**config.mk**
```make
export PLATFORM = sky130hd
export DESIGN_NAME = mouse_key_accelerator_core
export DESIGN_NICKNAME = d
export VERILOG_FILES = /design/src/rtl/core/mka_pkg.sv /design/src/rtl/core/mouse_key_accelerator_core.sv /design/src/rtl/core/mka_ser_mul.sv
export VERILOG_INCLUDE_DIRS = /design/src /design/src/rtl/core
export SDC_FILE = /design/constraint.sdc
export NUM_CORES = 1
export LEC_CHECK = 0
export BUFFER_PORTS_ARGS = -buffer_cell sky130_fd_sc_hd__buf_2
export CORE_MARGIN = 2
export CORE_UTILIZATION = 64
export CTS_BUF_LIST = sky130_fd_sc_hd__clkbuf_4
export DETAILED_ROUTE_END_ITERATION = 16
export HOLD_SLACK_MARGIN = 0.08
export PLACE_DENSITY = 0.86
export RECOVER_POWER = 50
export SKIP_CTS_REPAIR_TIMING = 1
export SYNTH_ARGS = -nofsm -noshare
export SYNTH_HDL_FRONTEND = slang
export SYNTH_HIERARCHICAL = 1
export SYNTH_SLANG_ARGS = --single-unit
export TNS_END_PERCENT = 10
```
**constraint.sdc**
```tcl
create_clock -name aclk -period 4.15 [get_ports aclk]
set_input_delay 0 -clock aclk [delete_from_list [all_inputs] [get_ports aclk]]
set_output_delay 0 -clock aclk [all_outputs]
set_load 0.03 [all_outputs]
```
**src/rtl/core/mouse_key_accelerator_core_assert.svh**
```systemverilog
// Assertion macros for the mouse key accelerator core.
`ifndef MOUSE_KEY_ACCELERATOR_CORE_ASSERT_SVH
`define MOUSE_KEY_ACCELERATOR_CORE_ASSERT_SVH
`ifndef SYNTHESIS
`define MKA_ASSERT_ALWAYS(label, cond) \
    label: assert property (@(posedge aclk) disable iff (!aresetn) (cond)) \
        else $error("mka: invariant violated");
`define MKA_ASSERT_NEXT(label, pre, post) \
    label: assert property (@(posedge aclk) disable iff (!aresetn) (pre) |=> (post)) \
        else $error("mka: sequence violated");
`else
`define MKA_ASSERT_ALWAYS(label, cond)
`define MKA_ASSERT_NEXT(label, pre, post)
`endif
`endif

```
**src/rtl/core/mka_pkg.sv**
```systemverilog
`timescale 1ns / 1ps

package mka_pkg;

    localparam int SPEED_WIDTH = 8;
    localparam int SCALE_WIDTH = 11;
    localparam int DELTA_WIDTH = 24;
    localparam int CFG_DATA_WIDTH = 11;
    localparam int CFG_INDEX_WIDTH = 1;
    localparam int KMCAND_WIDTH = SCALE_WIDTH + 1;
    localparam int K_WIDTH = KMCAND_WIDTH + SPEED_WIDTH;
    localparam int DELTA_MAX = 8388607;

    localparam logic [CFG_INDEX_WIDTH-1:0] CFG_SPEED_MAX = 1'b0;
    localparam logic [CFG_INDEX_WIDTH-1:0] CFG_WHEEL_SCALE = 1'b1;

    localparam logic [SPEED_WIDTH-1:0] SPEED_MAX_RESET = 8'd20;
    localparam logic [SCALE_WIDTH-1:0] WHEEL_SCALE_RESET = 11'd1;
    localparam logic [SPEED_WIDTH-1:0] SPEED_RESET = 8'd1;

    localparam logic CMD_KEY = 1'b0;
    localparam logic CMD_TICK = 1'b1;

    typedef struct packed {
        logic       cmd;
        logic [2:0] direction;
        logic       pressed;
        logic       auto_repeat;
    } in_word_t;

    typedef struct packed {
        logic                          is_scroll;
        logic signed [DELTA_WIDTH-1:0] first_delta;
        logic signed [DELTA_WIDTH-1:0] second_delta;
    } out_word_t;

    typedef struct packed {
        logic load;
        logic step;
    } mul_ctl_t;

    typedef enum logic [2:0] {
        ST_IDLE,
        ST_MUL_K,
        ST_LOAD_C,
        ST_MUL_C,
        ST_DONE
    } state_t;

endpackage

```
**src/rtl/core/mouse_key_accelerator_core.sv**
```systemverilog
// Key events produce no word. An armed tick is worked out by the bit-serial multipliers,
// first over the speed and then over the count bits, and its word is registered on leaving
// ST_DONE, which waits while an earlier word is still unaccepted; no new item is taken
// until the sequencer is back in ST_IDLE.
// Reset (aresetn low, synchronous) clears the counts, mode and arming, sets speed to 1,
// and restores speed_max to 20 and wheel_scale to 1.
`timescale 1ns / 1ps
`include "mouse_key_accelerator_core_assert.svh"

module mouse_key_accelerator_core #(
    parameter int COUNT_WIDTH = 4
) (
    input  logic                                  aclk,
    input  logic                                  aresetn,
    input  logic                                  s_valid,
    output logic                                  s_ready,
    input  mka_pkg::in_word_t                     s_data,
    output logic                                  m_valid,
    input  logic                                  m_ready,
    output mka_pkg::out_word_t                    m_data,
    input  logic                                  cfg_wr_en,
    input  logic [mka_pkg::CFG_INDEX_WIDTH-1:0]   cfg_addr,
    input  logic [mka_pkg::CFG_DATA_WIDTH-1:0]    cfg_data
);

    localparam int PW = mka_pkg::K_WIDTH + COUNT_WIDTH;
    localparam int SAT_W = (PW > mka_pkg::DELTA_WIDTH) ? PW : mka_pkg::DELTA_WIDTH + 1;
    localparam int CNT_W = $clog2(mka_pkg::SPEED_WIDTH);
    localparam logic signed [COUNT_WIDTH-1:0] CNT_MAX = {1'b0, {(COUNT_WIDTH-1){1'b1}}};
    localparam logic signed [COUNT_WIDTH-1:0] CNT_MIN = {1'b1, {(COUNT_WIDTH-1){1'b0}}};

    mka_pkg::state_t state_reg, state_next;
    logic [CNT_W-1:0] cnt_reg, cnt_next;

    logic signed [COUNT_WIDTH-1:0]       x_count_reg, x_count_next;
    logic signed [COUNT_WIDTH-1:0]       y_count_reg, y_count_next;
    logic [mka_pkg::SPEED_WIDTH-1:0]     speed_reg, speed_next;
    logic                                scroll_mode_reg, scroll_mode_next;
    logic                                armed_reg, armed_next;
    logic [mka_pkg::SPEED_WIDTH-1:0]     speed_max_reg;
    logic [mka_pkg::SCALE_WIDTH-1:0]     wheel_scale_reg;

    logic                                m_valid_reg, m_valid_next;
    mka_pkg::out_word_t                  m_data_reg, m_data_next;

    logic                                s_accept;
    logic                                tick_go;
    logic                                out_load;
    mka_pkg::mul_ctl_t                   k_ctl;
    mka_pkg::mul_ctl_t                   lane_ctl;

    logic [mka_pkg::KMCAND_WIDTH-1:0]    k_mcand;
    logic [mka_pkg::K_WIDTH-1:0]         k_product;
    logic signed [COUNT_WIDTH-1:0]       a_src, b_src;
    logic [COUNT_WIDTH-1:0]              a_mag, b_mag;
    logic [PW-1:0]                       a_product, b_product;
    logic                                a_neg, b_neg;

    logic                                step_up;
    logic signed [COUNT_WIDTH-1:0]       x_key, y_key;

    function automatic logic signed [COUNT_WIDTH-1:0] count_step(
        input logic signed [COUNT_WIDTH-1:0] c,
        input logic                          up
    );
        logic signed [COUNT_WIDTH-1:0] r;
        r = c;
        if (up) begin
            if (c != CNT_MAX) r = c + COUNT_WIDTH'(1);
        end else begin
            if (c != CNT_MIN) r = c - COUNT_WIDTH'(1);
        end
        return r;
    endfunction

    function automatic logic signed [mka_pkg::DELTA_WIDTH-1:0] saturate(
        input logic [PW-1:0] mag,
        input logic          neg
    );
        logic [SAT_W-1:0]                    m;
        logic signed [mka_pkg::DELTA_WIDTH-1:0] r;
        m = SAT_W'(mag);
        if (!neg) begin
            if (m > SAT_W'(mka_pkg::DELTA_MAX)) r = mka_pkg::DELTA_WIDTH'(mka_pkg::DELTA_MAX);
            else r = m[mka_pkg::DELTA_WIDTH-1:0];
        end else begin
            if (m > SAT_W'(mka_pkg::DELTA_MAX) + SAT_W'(1)) begin
                r = {1'b1, {(mka_pkg::DELTA_WIDTH-1){1'b0}}};
            end else begin
                r = -m[mka_pkg::DELTA_WIDTH-1:0];
            end
        end
        return r;
    endfunction

    assign s_accept = s_valid && s_ready;
    assign tick_go  = s_accept && (s_data.cmd == mka_pkg::CMD_TICK) && armed_reg;

    // Next state.
    always_comb begin
        state_next = state_reg;
        case (state_reg)
            mka_pkg::ST_IDLE: begin
                if (tick_go) state_next = mka_pkg::ST_MUL_K;
            end
            mka_pkg::ST_MUL_K: begin
                if (cnt_reg == '0) state_next = mka_pkg::ST_LOAD_C;
            end
            mka_pkg::ST_LOAD_C: begin
                state_next = mka_pkg::ST_MUL_C;
            end
            mka_pkg::ST_MUL_C: begin
                if (cnt_reg == '0) state_next = mka_pkg::ST_DONE;
            end
            mka_pkg::ST_DONE: begin
                if (!m_valid_reg || m_ready) state_next = mka_pkg::ST_IDLE;
            end
            default: begin
                state_next = mka_pkg::ST_IDLE;
            end
        endcase
    end

    // Sequencer outputs.
    always_comb begin
        s_ready  = 1'b0;
        k_ctl    = '0;
        lane_ctl = '0;
        out_load = 1'b0;
        cnt_next = cnt_reg;
        case (state_reg)
            mka_pkg::ST_IDLE: begin
                s_ready = aresetn;
                if (tick_go) begin
                    k_ctl.load = 1'b1;
                    cnt_next   = CNT_W'(mka_pkg::SPEED_WIDTH - 1);
                end
            end
            mka_pkg::ST_MUL_K: begin
                k_ctl.step = 1'b1;
                cnt_next   = cnt_reg - CNT_W'(1);
            end
            mka_pkg::ST_LOAD_C: begin
                lane_ctl.load = 1'b1;
                cnt_next      = CNT_W'(COUNT_WIDTH - 1);
            end
            mka_pkg::ST_MUL_C: begin
                lane_ctl.step = 1'b1;
                cnt_next      = cnt_reg - CNT_W'(1);
            end
            mka_pkg::ST_DONE: begin
                out_load = !m_valid_reg || m_ready;
            end
            default: begin
                s_ready = 1'b0;
            end
        endcase
    end

    // Key event handling and speed update.
    assign step_up = (s_data.direction[0] == s_data.pressed);
    assign x_key = s_data.direction[1] ? count_step(x_count_reg, step_up) : x_count_reg;
    assign y_key = s_data.direction[1] ? y_count_reg : count_step(y_count_reg, step_up);

    always_comb begin
        x_count_next     = x_count_reg;
        y_count_next     = y_count_reg;
        speed_next       = speed_reg;
        scroll_mode_next = scroll_mode_reg;
        armed_next       = armed_reg;
        if (s_accept && (s_data.cmd == mka_pkg::CMD_KEY)) begin
            if (!s_data.auto_repeat) begin
                x_count_next = x_key;
                y_count_next = y_key;
                if (s_data.pressed) scroll_mode_next = s_data.direction[2];
            end
            if ((x_count_next != '0) || (y_count_next != '0)) begin
                armed_next = 1'b1;
            end else begin
                speed_next       = mka_pkg::SPEED_RESET;
                scroll_mode_next = 1'b0;
                armed_next       = 1'b0;
            end
        end else if (tick_go && (speed_reg < speed_max_reg)) begin
            speed_next = speed_reg + mka_pkg::SPEED_WIDTH'(1);
        end
    end

    // Datapath: K = speed * (scroll ? 2 * wheel_scale : 1), then |count| * K per lane.
    assign k_mcand = scroll_mode_reg ? {wheel_scale_reg, 1'b0}
                                     : mka_pkg::KMCAND_WIDTH'(1);
    assign a_src = scroll_mode_reg ? y_count_reg : x_count_reg;
    assign b_src = scroll_mode_reg ? x_count_reg : y_count_reg;
    assign a_mag = a_src[COUNT_WIDTH-1] ? COUNT_WIDTH'(-a_src) : COUNT_WIDTH'(a_src);
    assign b_mag = b_src[COUNT_WIDTH-1] ? COUNT_WIDTH'(-b_src) : COUNT_WIDTH'(b_src);
    assign a_neg = a_src[COUNT_WIDTH-1] ^ scroll_mode_reg;
    assign b_neg = b_src[COUNT_WIDTH-1] ^ scroll_mode_reg;

    mka_ser_mul #(
        .MCAND_WIDTH  (mka_pkg::KMCAND_WIDTH),
        .MPLIER_WIDTH (mka_pkg::SPEED_WIDTH)
    ) u_k_mul (
        .aclk    (aclk),
        .ctl     (k_ctl),
        .mcand   (k_mcand),
        .mplier  (speed_reg),
        .product (k_product)
    );

    mka_ser_mul #(
        .MCAND_WIDTH  (mka_pkg::K_WIDTH),
        .MPLIER_WIDTH (COUNT_WIDTH)
    ) u_a_mul (
        .aclk    (aclk),
        .ctl     (lane_ctl),
        .mcand   (k_product),
        .mplier  (a_mag),
        .product (a_product)
    );

    mka_ser_mul #(
        .MCAND_WIDTH  (mka_pkg::K_WIDTH),
        .MPLIER_WIDTH (COUNT_WIDTH)
    ) u_b_mul (
        .aclk    (aclk),
        .ctl     (lane_ctl),
        .mcand   (k_product),
        .mplier  (b_mag),
        .product (b_product)
    );

    always_comb begin
        m_valid_next = m_valid_reg;
        m_data_next  = m_data_reg;
        if (out_load) begin
            m_valid_next             = 1'b1;
            m_data_next.is_scroll    = scroll_mode_reg;
            m_data_next.first_delta  = saturate(a_product, a_neg);
            m_data_next.second_delta = saturate(b_product, b_neg);
        end else if (m_ready) begin
            m_valid_next = 1'b0;
        end
    end

    always_ff @(posedge aclk) begin
        if (!aresetn) begin
            state_reg       <= mka_pkg::ST_IDLE;
            cnt_reg         <= '0;
            x_count_reg     <= '0;
            y_count_reg     <= '0;
            speed_reg       <= mka_pkg::SPEED_RESET;
            scroll_mode_reg <= 1'b0;
            armed_reg       <= 1'b0;
            speed_max_reg   <= mka_pkg::SPEED_MAX_RESET;
            wheel_scale_reg <= mka_pkg::WHEEL_SCALE_RESET;
            m_valid_reg     <= 1'b0;
        end else begin
            state_reg       <= state_next;
            cnt_reg         <= cnt_next;
            x_count_reg     <= x_count_next;
            y_count_reg     <= y_count_next;
            speed_reg       <= speed_next;
            scroll_mode_reg <= scroll_mode_next;
            armed_reg       <= armed_next;
            m_valid_reg     <= m_valid_next;
            if (cfg_wr_en && (cfg_addr == mka_pkg::CFG_SPEED_MAX)) begin
                speed_max_reg <= cfg_data[mka_pkg::SPEED_WIDTH-1:0];
            end
            if (cfg_wr_en && (cfg_addr == mka_pkg::CFG_WHEEL_SCALE)) begin
                wheel_scale_reg <= cfg_data[mka_pkg::SCALE_WIDTH-1:0];
            end
        end
    end

    always_ff @(posedge aclk) begin
        m_data_reg <= m_data_next;
    end

    assign m_valid = m_valid_reg;
    assign m_data  = m_data_reg;

    `MKA_ASSERT_ALWAYS(a_armed_counts, armed_reg == ((x_count_reg != '0) || (y_count_reg != '0)))
    `MKA_ASSERT_ALWAYS(a_speed_nonzero, speed_reg != '0)
    `MKA_ASSERT_NEXT(a_done_delivers, out_load, m_valid_reg && (state_reg == mka_pkg::ST_IDLE))

endmodule

```
**src/rtl/core/mka_ser_mul.sv**
```systemverilog
`timescale 1ns / 1ps

module mka_ser_mul #(
    parameter int MCAND_WIDTH  = 12,
    parameter int MPLIER_WIDTH = 8
) (
    input  logic                                aclk,
    input  mka_pkg::mul_ctl_t                   ctl,
    input  logic [MCAND_WIDTH-1:0]              mcand,
    input  logic [MPLIER_WIDTH-1:0]             mplier,
    output logic [MCAND_WIDTH+MPLIER_WIDTH-1:0] product
);

    localparam int PROD_WIDTH = MCAND_WIDTH + MPLIER_WIDTH;

    logic [PROD_WIDTH-1:0]   acc_reg, acc_next;
    logic [PROD_WIDTH-1:0]   mcand_reg, mcand_next;
    logic [MPLIER_WIDTH-1:0] mplier_reg, mplier_next;

    // Shift-and-add, one multiplier bit per cycle while ctl.step is high, least significant first.
    always_comb begin
        acc_next    = acc_reg;
        mcand_next  = mcand_reg;
        mplier_next = mplier_reg;
        if (ctl.load) begin
            acc_next    = '0;
            mcand_next  = PROD_WIDTH'(mcand);
            mplier_next = mplier;
        end else if (ctl.step) begin
            if (mplier_reg[0]) begin
                acc_next = acc_reg + mcand_reg;
            end
            mcand_next  = mcand_reg << 1;
            mplier_next = mplier_reg >> 1;
        end
    end

    always_ff @(posedge aclk) begin
        acc_reg    <= acc_next;
        mcand_reg  <= mcand_next;
        mplier_reg <= mplier_next;
    end

    assign product = acc_reg;

endmodule

```
After elaboration in Yosys (flattened, before gate mapping)
Cells that the tools add are included. W data, S select, Z words.

Output and inout port bits: 51. Bits in registers: 245. Logic and storage cells: 148. Input port bits: 23.

$add $sub $neg: 13. Multiplexer cells: 58. Eq/ne operators: 16. Reductions and logical operators: 27. Magnitude comparators: 5. Bitwise operators: 4.

Operators by type and width (count): $mux W24 (6); $mux W20 (4); $mux W4 (20); $add A24 B24 Y24 (2); $gt A24 B23 Y1 const B (2); $gt A24 B24 Y1 const B (2); $neg A24 Y24 (2); $mux W8 (5); $mux W12 (3); $add A20 B20 Y20 (1); $ne A4 B4 Y1 const B (4); $mux W3 (5); $pmux W3 S5 (1); $ne A2 B2 Y1 const B (7); $mux W1 (13); $reduce_and A2 Y1 (5); $pmux W3 S3 (1); $add A4 B2 Y4 const B (2); $add A8 B1 Y8 const B (1); $lt A8 B8 Y1 (1); $neg A4 Y4 (2); $reduce_bool A2 Y1 (4); $reduce_bool A4 Y1 (2); $sub A4 B2 Y4 const B (2); other kinds (15) (26).

Depth between registers and ports, before layout
Gate-level depths: netlist of the first run.

Word-level depth: 10. Gate-level depth with buffers: 11. Gate-level depth less buffers: 9.

By module
The synthesis of the first run kept the hierarchy.

Modules (own cells, without submodules): mouse_key_accelerator_core (times used 1, sequential area each 2352.3 µm², cells each 692, area each 5853.1 µm²); mka_ser_mul at u_a_mul (times used 1, sequential area each 1281.2 µm², cells each 323, area each 3140.5 µm²); mka_ser_mul at u_b_mul (times used 1, sequential area each 1281.2 µm², cells each 319, area each 3093.0 µm²); mka_ser_mul at u_k_mul (times used 1, sequential area each 1161.1 µm², cells each 272, area each 2690.1 µm²).

Least setup slack after synthesis of the first run
No wires, ideal clock.

Kind: register to register. From: reg state_reg[0]. To: reg m_data_reg (netlist bit m_data[0]) (enable). Buffers on the path: 0. Clock period less this slack: 3.145 ns. Arrival time: 2.690 ns. Setup time: 0.456 ns. Required time: 3.694 ns. Slack: 1.005 ns. Stages on the path, launching flop included: 4. Cells stage by stage: dfxtp_1 > nor2_1 > nand2_1 > nor2_1.

Word-level cells in the longest chain between the ends: 2.

Ends and longest elaborated chain: start: declaration (RTL line mouse_key_accelerator_core.sv:32) `mka_pkg::state_t state_reg, state_next;`; start signal: assignment (RTL line mouse_key_accelerator_core.sv:247) `state_reg <= mka_pkg::ST_IDLE;`; start signal: assignment (RTL line mouse_key_accelerator_core.sv:258) `state_reg <= state_next;`; $eq A3 B3 Y1 (RTL line mouse_key_accelerator_core.sv:131) `case (state_reg)`; $mux W1 (RTL line mouse_key_accelerator_core.sv:131); end signal: assignment (RTL line mouse_key_accelerator_core.sv:276) `m_data_reg <= m_data_next;`; end: declaration (RTL line mouse_key_accelerator_core.sv:44) `mka_pkg::out_word_t m_data_reg, m_data_next;`.

Every way passes these cells. A chain may end at the register's enable or synchronous reset.

==> results of run 1 <==
[worst max-delay path, stage by stage (launching register included)]
cell and delay [ps]:
dfxtp_1 420, nor3b_1 1300, or2_0 1340
[kinds of logic after synthesis]
logic type | share of synthesized area (%)
simple gates | 18.48
compound gates | 18.64
flops | 41.12
buf+inv | 3.218
mux | 7.146
fa+ha+maj | 7.434
xor+xnor | 3.971
[power by group through the flow]
stage                     registers (uW)  clock network (uW)  logic, uW
after floorplan                     3180                   0       2810
after global placement              3370                   0       3280
after detailed placement            3390                   0       3390
after CTS                           3340                2200       3410
after global routing                3380                2330       3900
final                               3350                2170       3480
[through the flow]
stage	setup slack, ps	total power (uW)	instance area (um2)	hold slack (ps)
after floorplan	1005	5996	14780	124.2
after global placement	1042	6659	15370	245.5
after detailed placement	926.1	6781	15370	247.8
after CTS	913.3	8945	16210	-449.2
after global routing	357.2	9613	16490	110.4
final	676.2	9003	16490	70.59
[layer usage]
| metal | wire (um) | vias to the layer above | track usage (%) | part of all wire, % |
|---|---|---|---|---|
| li1 | - | 6200 | - | - |
| met1 | 15690 | 6019 | 37.55 | 43 |
| met2 | 17140 | 527 | 46.38 | 47 |
| met3 | 2554 | 89 | 4.694 | 7.0 |
| met4 | 954 | 0 | 10.79 | 2.6 |
| met5 | 0 | - | 0 | 0 |
[path summary, 6_finish.rpt]
check / from / endpoint / slack (ps) / cells after the start
max: state_reg[1] / u_b_mul/mplier_reg[2] / 680 / 2
min: s_data[2] / x_count_reg[2] / 70 / 6
max reg2reg: state_reg[1] / u_b_mul/mplier_reg[2] / 680 / 2
min reg2reg: wheel_scale_reg[2] / wheel_scale_reg[2] / 470 / 2
[Yosys cell counts (4+ instances only)]
library cell / count / area, um2
nor4_1: 10 / 62.56
nand3_1: 35 / 175.2
mux2_2: 64 / 720.7
or2_2: 9 / 56.30
xnor2_1: 47 / 411.6
a31oi_1: 20 / 125.1
clkbuf_1: 64 / 240.2
nand4_1: 13 / 81.33
or4_1: 6 / 45.04
o22a_1: 11 / 96.34
xor2_1: 20 / 175.2
ha_1: 83 / 1039
and3_1: 4 / 25.02
a211oi_2: 4 / 50.05
edfxtp_1: 117 / 3513
o21ai_1: 9 / 45.04
o22ai_1: 5 / 31.28
a22o_1: 12 / 105.1
dfxtp_1: 128 / 2562
a21o_1: 7 / 52.55
o31ai_1: 6 / 45.04
o21a_1: 5 / 37.54
o211ai_1: 14 / 105.1
and2_1: 26 / 162.7
nand3b_1: 8 / 60.06
o21ai_0: 77 / 385.4
o311ai_1: 13 / 113.9
nand2_1: 216 / 810.8
nand2b_1: 12 / 75.07
nor3_1: 46 / 230.2
buf_1: 7 / 26.28
nor4b_1: 4 / 35.03
nor3b_1: 6 / 45.04
or3_1: 17 / 106.4
a211oi_1: 17 / 127.6
a21oi_1: 154 / 770.7
nor2_1: 119 / 446.7
mux2i_1: 32 / 320.3
o21bai_1: 6 / 45.04
nor2b_1: 16 / 100.1
o311ai_0: 7 / 61.31
inv_1: 45 / 168.9
buf_2: 5 / 25.02
[cell type report]
cell class                      count  area (um2)
Multi-Input combinational cell   1238        8225
Fill cell                        1661        6151
Sequential cell                   245        6076
Timing Repair Buffer              132       810.8
Clock buffer                       99       743.2
Tap cell                          285       356.6
Inverter                           46       172.7
Clock inverter                     18       100.1
Antenna cell                        2       5.005
==> results.toml, run 1 <==
[run_status]
outcome = "complete, but fails checks"
violations = "max-capacitance violations, max-slew violations"

[synthesis]
async_flop_share_pct = 0
synth_cell_type_count = 99
synth_area_per_cell_um2 = 9.201
synth_seq_cells = 245
syn-num-nets = 1715
synth_edf_count = 117
syn_area_um2 = 14780
yosysSeqAreaShare_pct = 41.12
synthFlopType = "dfxtp_1"
yosysWarnings = 6
netlist_instances = 1606

[grt]
grt_remaining_overflow = 0
grt_use_total_pct = 28.21
grt_pass1_wl_um = 56420
grt_start_max_net_pins = 47
grt_pass1_vias = 11830
antenna_found_initial = 2

[hold_path]
hold_path_class = "primary input to flip-flop"

[routing]
first_pass_iters = 6
vias = 12840
drt_iter0_markers = 1183
routedWlPerCell_um = 17.60
vias_per_cell = 6.215
ant_nets = 0
route.detailed.drc = 0
wirelength_um = 36340

[power_and_ir_drop]
internal_power_uw = 5554
switching_share_pct = 38.30
ir_drop_mv = 0.3747
pwr-share-comb_pct = 38.7
power_density_nw_per_um2 = 546.0
p_seq_share_pct = 37.2
switching_power_uw = 3449
leakage_uw = 0.006282
clkPwrFrac_pct = 24.1

[critical_path]
crit_path_start_kind = "flip-flop"
worstPathRequired_ps = 4390
cp.arrival_ps = 3720
crit_fanout = 24
critPathKind = "flip-flop to flip-flop"
cp-end-kind = "flip-flop"

[place]
dp_hpwl_um = 24750
place_inst = 1908
portBuffers = 73
place.gp.congestion = 0.9145

[timing]
grt_setup_unrepaired = "false"
finalSetupViolations = 0
fin_setup_tns_ps = 0
finalHoldViolations = 0
max-slew-margin-rel_pct = -11.59
final_max_slew_viol_count = 41
worst_pin_slew_ps = 1674
min_period_over_period_pct = 83.71
period_minus_slack_ps = 3474
fin_worst_skew_ps = 52.11
fmaxAchievable_ghz = 0.2879

[floorplanning]
die_area_um2 = 24320
io_pins = 74
coreArea_um2 = 22640
initial_core_util_pct = 65.27
placement_rows = 55
die_h_um = 156.0
die_w_um = 156.0

[layout]
drive_gt1_share_pct = 13.95
nNetsFinal = 1838
utilization_pct = 72.83
final_cell_mix = "216 x nand2_1, 154 x a21oi_1, 128 x dfxtp_1, 119 x nor2_1, 117 x edfxtp_1"
largest_reg_flops = 49
final_common_cell = "nand2_1"
layoutNonFillerInstCount = 2065
syn2layout_area_growth_pct = 11.59

[clocking]
cts-root-buf = "clkbuf_4"
clk_pin_slew_ps = 60
cts_tree = "yes"
cts_inserted_buffers = 66
cts_max_path_buffers = 3
clkLatencyLatePin_ps = 680
cts.sinks = 245
cts_max_level = 3

[run]
max-cap-violations = 2
Power figures use the tool's default switching activity.
==> run 2, diff against run 1 <==
--- a/config.mk
+++ b/config.mk
@@ -6,13 +6,14 @@
 export SDC_FILE = /design/constraint.sdc
 export NUM_CORES = 1
 export LEC_CHECK = 0
+export ABC_AREA = 1
 export BUFFER_PORTS_ARGS = -buffer_cell sky130_fd_sc_hd__buf_2
 export CORE_MARGIN = 2
-export CORE_UTILIZATION = 64
+export CORE_UTILIZATION = 59
 export CTS_BUF_LIST = sky130_fd_sc_hd__clkbuf_4
 export DETAILED_ROUTE_END_ITERATION = 16
 export HOLD_SLACK_MARGIN = 0.08
-export PLACE_DENSITY = 0.86
+export PLACE_DENSITY = 0.83
 export RECOVER_POWER = 50
 export SKIP_CTS_REPAIR_TIMING = 1
 export SYNTH_ARGS = -nofsm -noshare
==> constraint.sdc (replaced) <==
create_clock -name aclk -period 2.9 [get_ports aclk]
set_input_delay 0 -clock aclk [delete_from_list [all_inputs] [get_ports aclk]]
set_output_delay 0 -clock aclk [all_outputs]
set_load 0.03 [all_outputs]
==> results.toml, run 2 <==
[power_and_ir_drop]
p_seq_share_pct = 42.4
power_density_nw_per_um2 = 541.5
leakage_uw = 0.009413
pwr-share-comb_pct = 28.4
ir_drop_mv = 0.4016
clkPwrFrac_pct = 29.2
switching_power_uw = 3542
internal_power_uw = 6428
switching_share_pct = 35.53

[critical_path]
crit_path_start_kind = "flip-flop"
slowest_delay_ps = 790
critPathKind = "flip-flop to flip-flop"
crit_path_cell_trace = "inv_1 -> nor2_1 -> clkbuf_2 -> o21ai_0 -> a21oi_1"
slowest_stage = "nor2_1"
crit_buf_inv = 2
worstPathRequired_ps = 3550
r2r_slack_ps = 290
cp.arrival_ps = 3260
r2r-end = "state_reg[1]"
cp-end-kind = "flip-flop"
reg2reg_from = "state_reg[1]"
cpLargestDelayFamily = "buffers and inverters"
crit_fanout = 36
rr_worst_depth = 5

[routing]
wirelength_um = 40440
drt_iter0_markers = 1417
first_pass_iters = 6
vias = 15900
vias_per_cell = 5.280
routedWlPerCell_um = 13.43
route.detailed.drc = 0
ant_nets = 0

[place]
place.gp.congestion = 0.9592
portBuffers = 73
dpl-instance-area_um2 = 17240
dp_hpwl_um = 29700

[clocking]
clkLatencyLatePin_ps = 740
cts_inserted_buffers = 61
cts.sinks = 245
clk_pin_slew_ps = 80
cts_max_path_buffers = 3
cts_max_level = 2
cts_tree = "yes"
cts-root-buf = "clkbuf_4"

[synthesis]
synth_edf_count = 117
syn_area_um2 = 16510
async_flop_share_pct = 0
synth_seq_cells = 245
yosysSeqAreaShare_pct = 36.79
yosysTopAreaCell = "edfxtp_1"
synth_cell_type_count = 49
synth_area_per_cell_um2 = 6.773
yosysWarnings = 6
post-synth-top-count-cell = "nand2_1"
yosysTopAreaCellShare_pct = 21.28
netlist_instances = 2438
synthTopCellsByArea = "edfxtp_1 21%, nand2_1 17%, dfxtp_1 16%"
synthFlopType = "dfxtp_1"
synthTopCellsByCount = "750 x nand2_1, 356 x inv_1, 309 x nor2_1"
syn-num-nets = 2547

[layout]
syn2layout_area_growth_pct = 11.48
nNetsFinal = 2690
final_cell_mix = "751 x nand2_1, 357 x inv_1, 310 x nor2_1, 159 x o21ai_0, 143 x nand3_1"
largest_reg_flops = 49
final_common_cell = "nand2_1"
fill_cells = 2432
post-route-cell-area_um2 = 18410
utilization_pct = 66.45
drive_gt1_share_pct = 8.090

[floorplanning]
die_w_um = 171.3
die_h_um = 171.3
io_pins = 74
coreArea_um2 = 27710
placement_rows = 61
die_area_um2 = 29340
initial_core_util_pct = 59.60

[grt]
use_met3_pct = 3.636
grt_use_met2_pct = 46.16
grt_remaining_overflow = 0
grt_use_total_pct = 26.75
gr-max-usage-layer = "met2"
grt_pass1_wl_um = 64530
antenna_found_initial = 1
grt_pass1_vias = 14360
grt_start_max_net_pins = 50
grtUsageMet1_pct = 33.44

[timing]
final_max_slew_viol_count = 0
grt_setup_unrepaired = "false"
period_minus_slack_ps = 2611
worst_pin_slew_ps = 1163
min_period_over_period_pct = 90.03
fin_worst_skew_ps = 60.05
fmaxAchievable_ghz = 0.3830
finalHoldViolations = 0
fin_setup_tns_ps = 0
finalSetupViolations = 0
max-slew-margin-rel_pct = 22.49

[run]
max-cap-violations = 0

[hold_path]
hold_path_class = "primary input to flip-flop"
min_from = "cfg_data[1]"
hold_depth = 4
min_to = "speed_max_reg[1]"

[run_status]
outcome = "finished, final reports clean"
==> run 2: cell count changes in the layout (fill, tap and decap cells not counted), moves of 20 or more <==
cell     previous run  this run
nand2_1           216       751
inv_1              45       357
nor2_1            119       310
nand3_1            35       143
o21ai_0            77       159
a21oi_1           154        77
mux2_2             64         0
mux2i_1            32         0
xnor2_1            47        17
xor2_1             20        47
nor3_1             46        21
and2_1             21         1
==> run 2: through the flow <==
| step | cells | setup WS [ps] | power, uW | hold WS, ps |
|---|---|---|---|---|
| 2_1_floorplan | 2438 | 352.2 | 6433 | 113.2 |
| 3_3_place_gp | 2848 | 595.3 | 6908 | 216.6 |
| 3_5_place_dp | 2848 | 555.7 | 7020 | 222.7 |
| 4_1_cts | 2963 | 521.3 | 9932 | -562.3 |
| 5_1_grt | 3012 | 101.1 | 10630 | 107.3 |
| 6_report | 3012 | 289.1 | 9969 | 118.1 |
==> run 2: cell type report <==
class | count | area [um2] | area share [%]
multi-input combinational | 1765 | 8778 | 47.69
tap | 378 | 473.0 | 2.569
sequential | 245 | 6076 | 33.00
antenna | 1 | 2.502 | 0.01359
timing repair buffer | 141 | 909.6 | 4.941
inverter | 367 | 1380 | 7.497
clock inverter | 30 | 151.4 | 0.8224
clock buffer | 85 | 638.1 | 3.466
==> run 2: worst max path at each step <==
stage                                   from      endpoint  slack, ps  cells past startpoint
after floorplan                      m_valid     m_data[0]        350                      3
after global placement    u_a_mul/product[1]    m_data[34]        600                     12
after detailed placement  u_a_mul/product[1]    m_data[34]        560                     12
after CTS                 u_a_mul/product[0]    m_data[34]        520                     12
after global routing            state_reg[1]  state_reg[1]        100                      5
final                           state_reg[1]  state_reg[1]        290                      5
==> run 2: cell families (layout without fill, tap and decap cells) <==
logic type / count (synthesis) / in the layout / synth area share, %
buf+inv: 428 / 623 / 10.07
flops: 245 / 245 / 36.79
other cells: 0 / 1 / 0
compound gates: 284 / 284 / 9.221
xor+xnor: 64 / 64 / 3.394
simple gates: 1331 / 1331 / 33.87
fa+ha+maj: 86 / 86 / 6.653
==> run 2: power by group through the flow <==
stage / registers, uW / logic (uW) / clock network [uW]
after floorplan: 4160 / 2270 / 0
after global placement: 4280 / 2630 / 0
after detailed placement: 4300 / 2730 / 0
after CTS: 4220 / 2740 / 2970
after global routing: 4260 / 3230 / 3140
final: 4230 / 2830 / 2910
==> run 2: per-layer routing <==
| layer | vias to the layer above | wire length (um) | share of wire, % |
|---|---|---|---|
| met3 | 110 | 2356 | 5.8 |
| met2 | 560 | 19220 | 48 |
| li1 | 8101 | - | - |
| met4 | 0 | 1501 | 3.7 |
| met5 | - | 0 | 0 |
| met1 | 7132 | 17360 | 43 |
==> run 2: worst register-to-register path, cell delays in order, from the launching register on <==
cell      delay, ps
dfxtp_1         500
inv_1           160
nor2_1          790
clkbuf_2        760
o21ai_0         170
a21oi_1         160
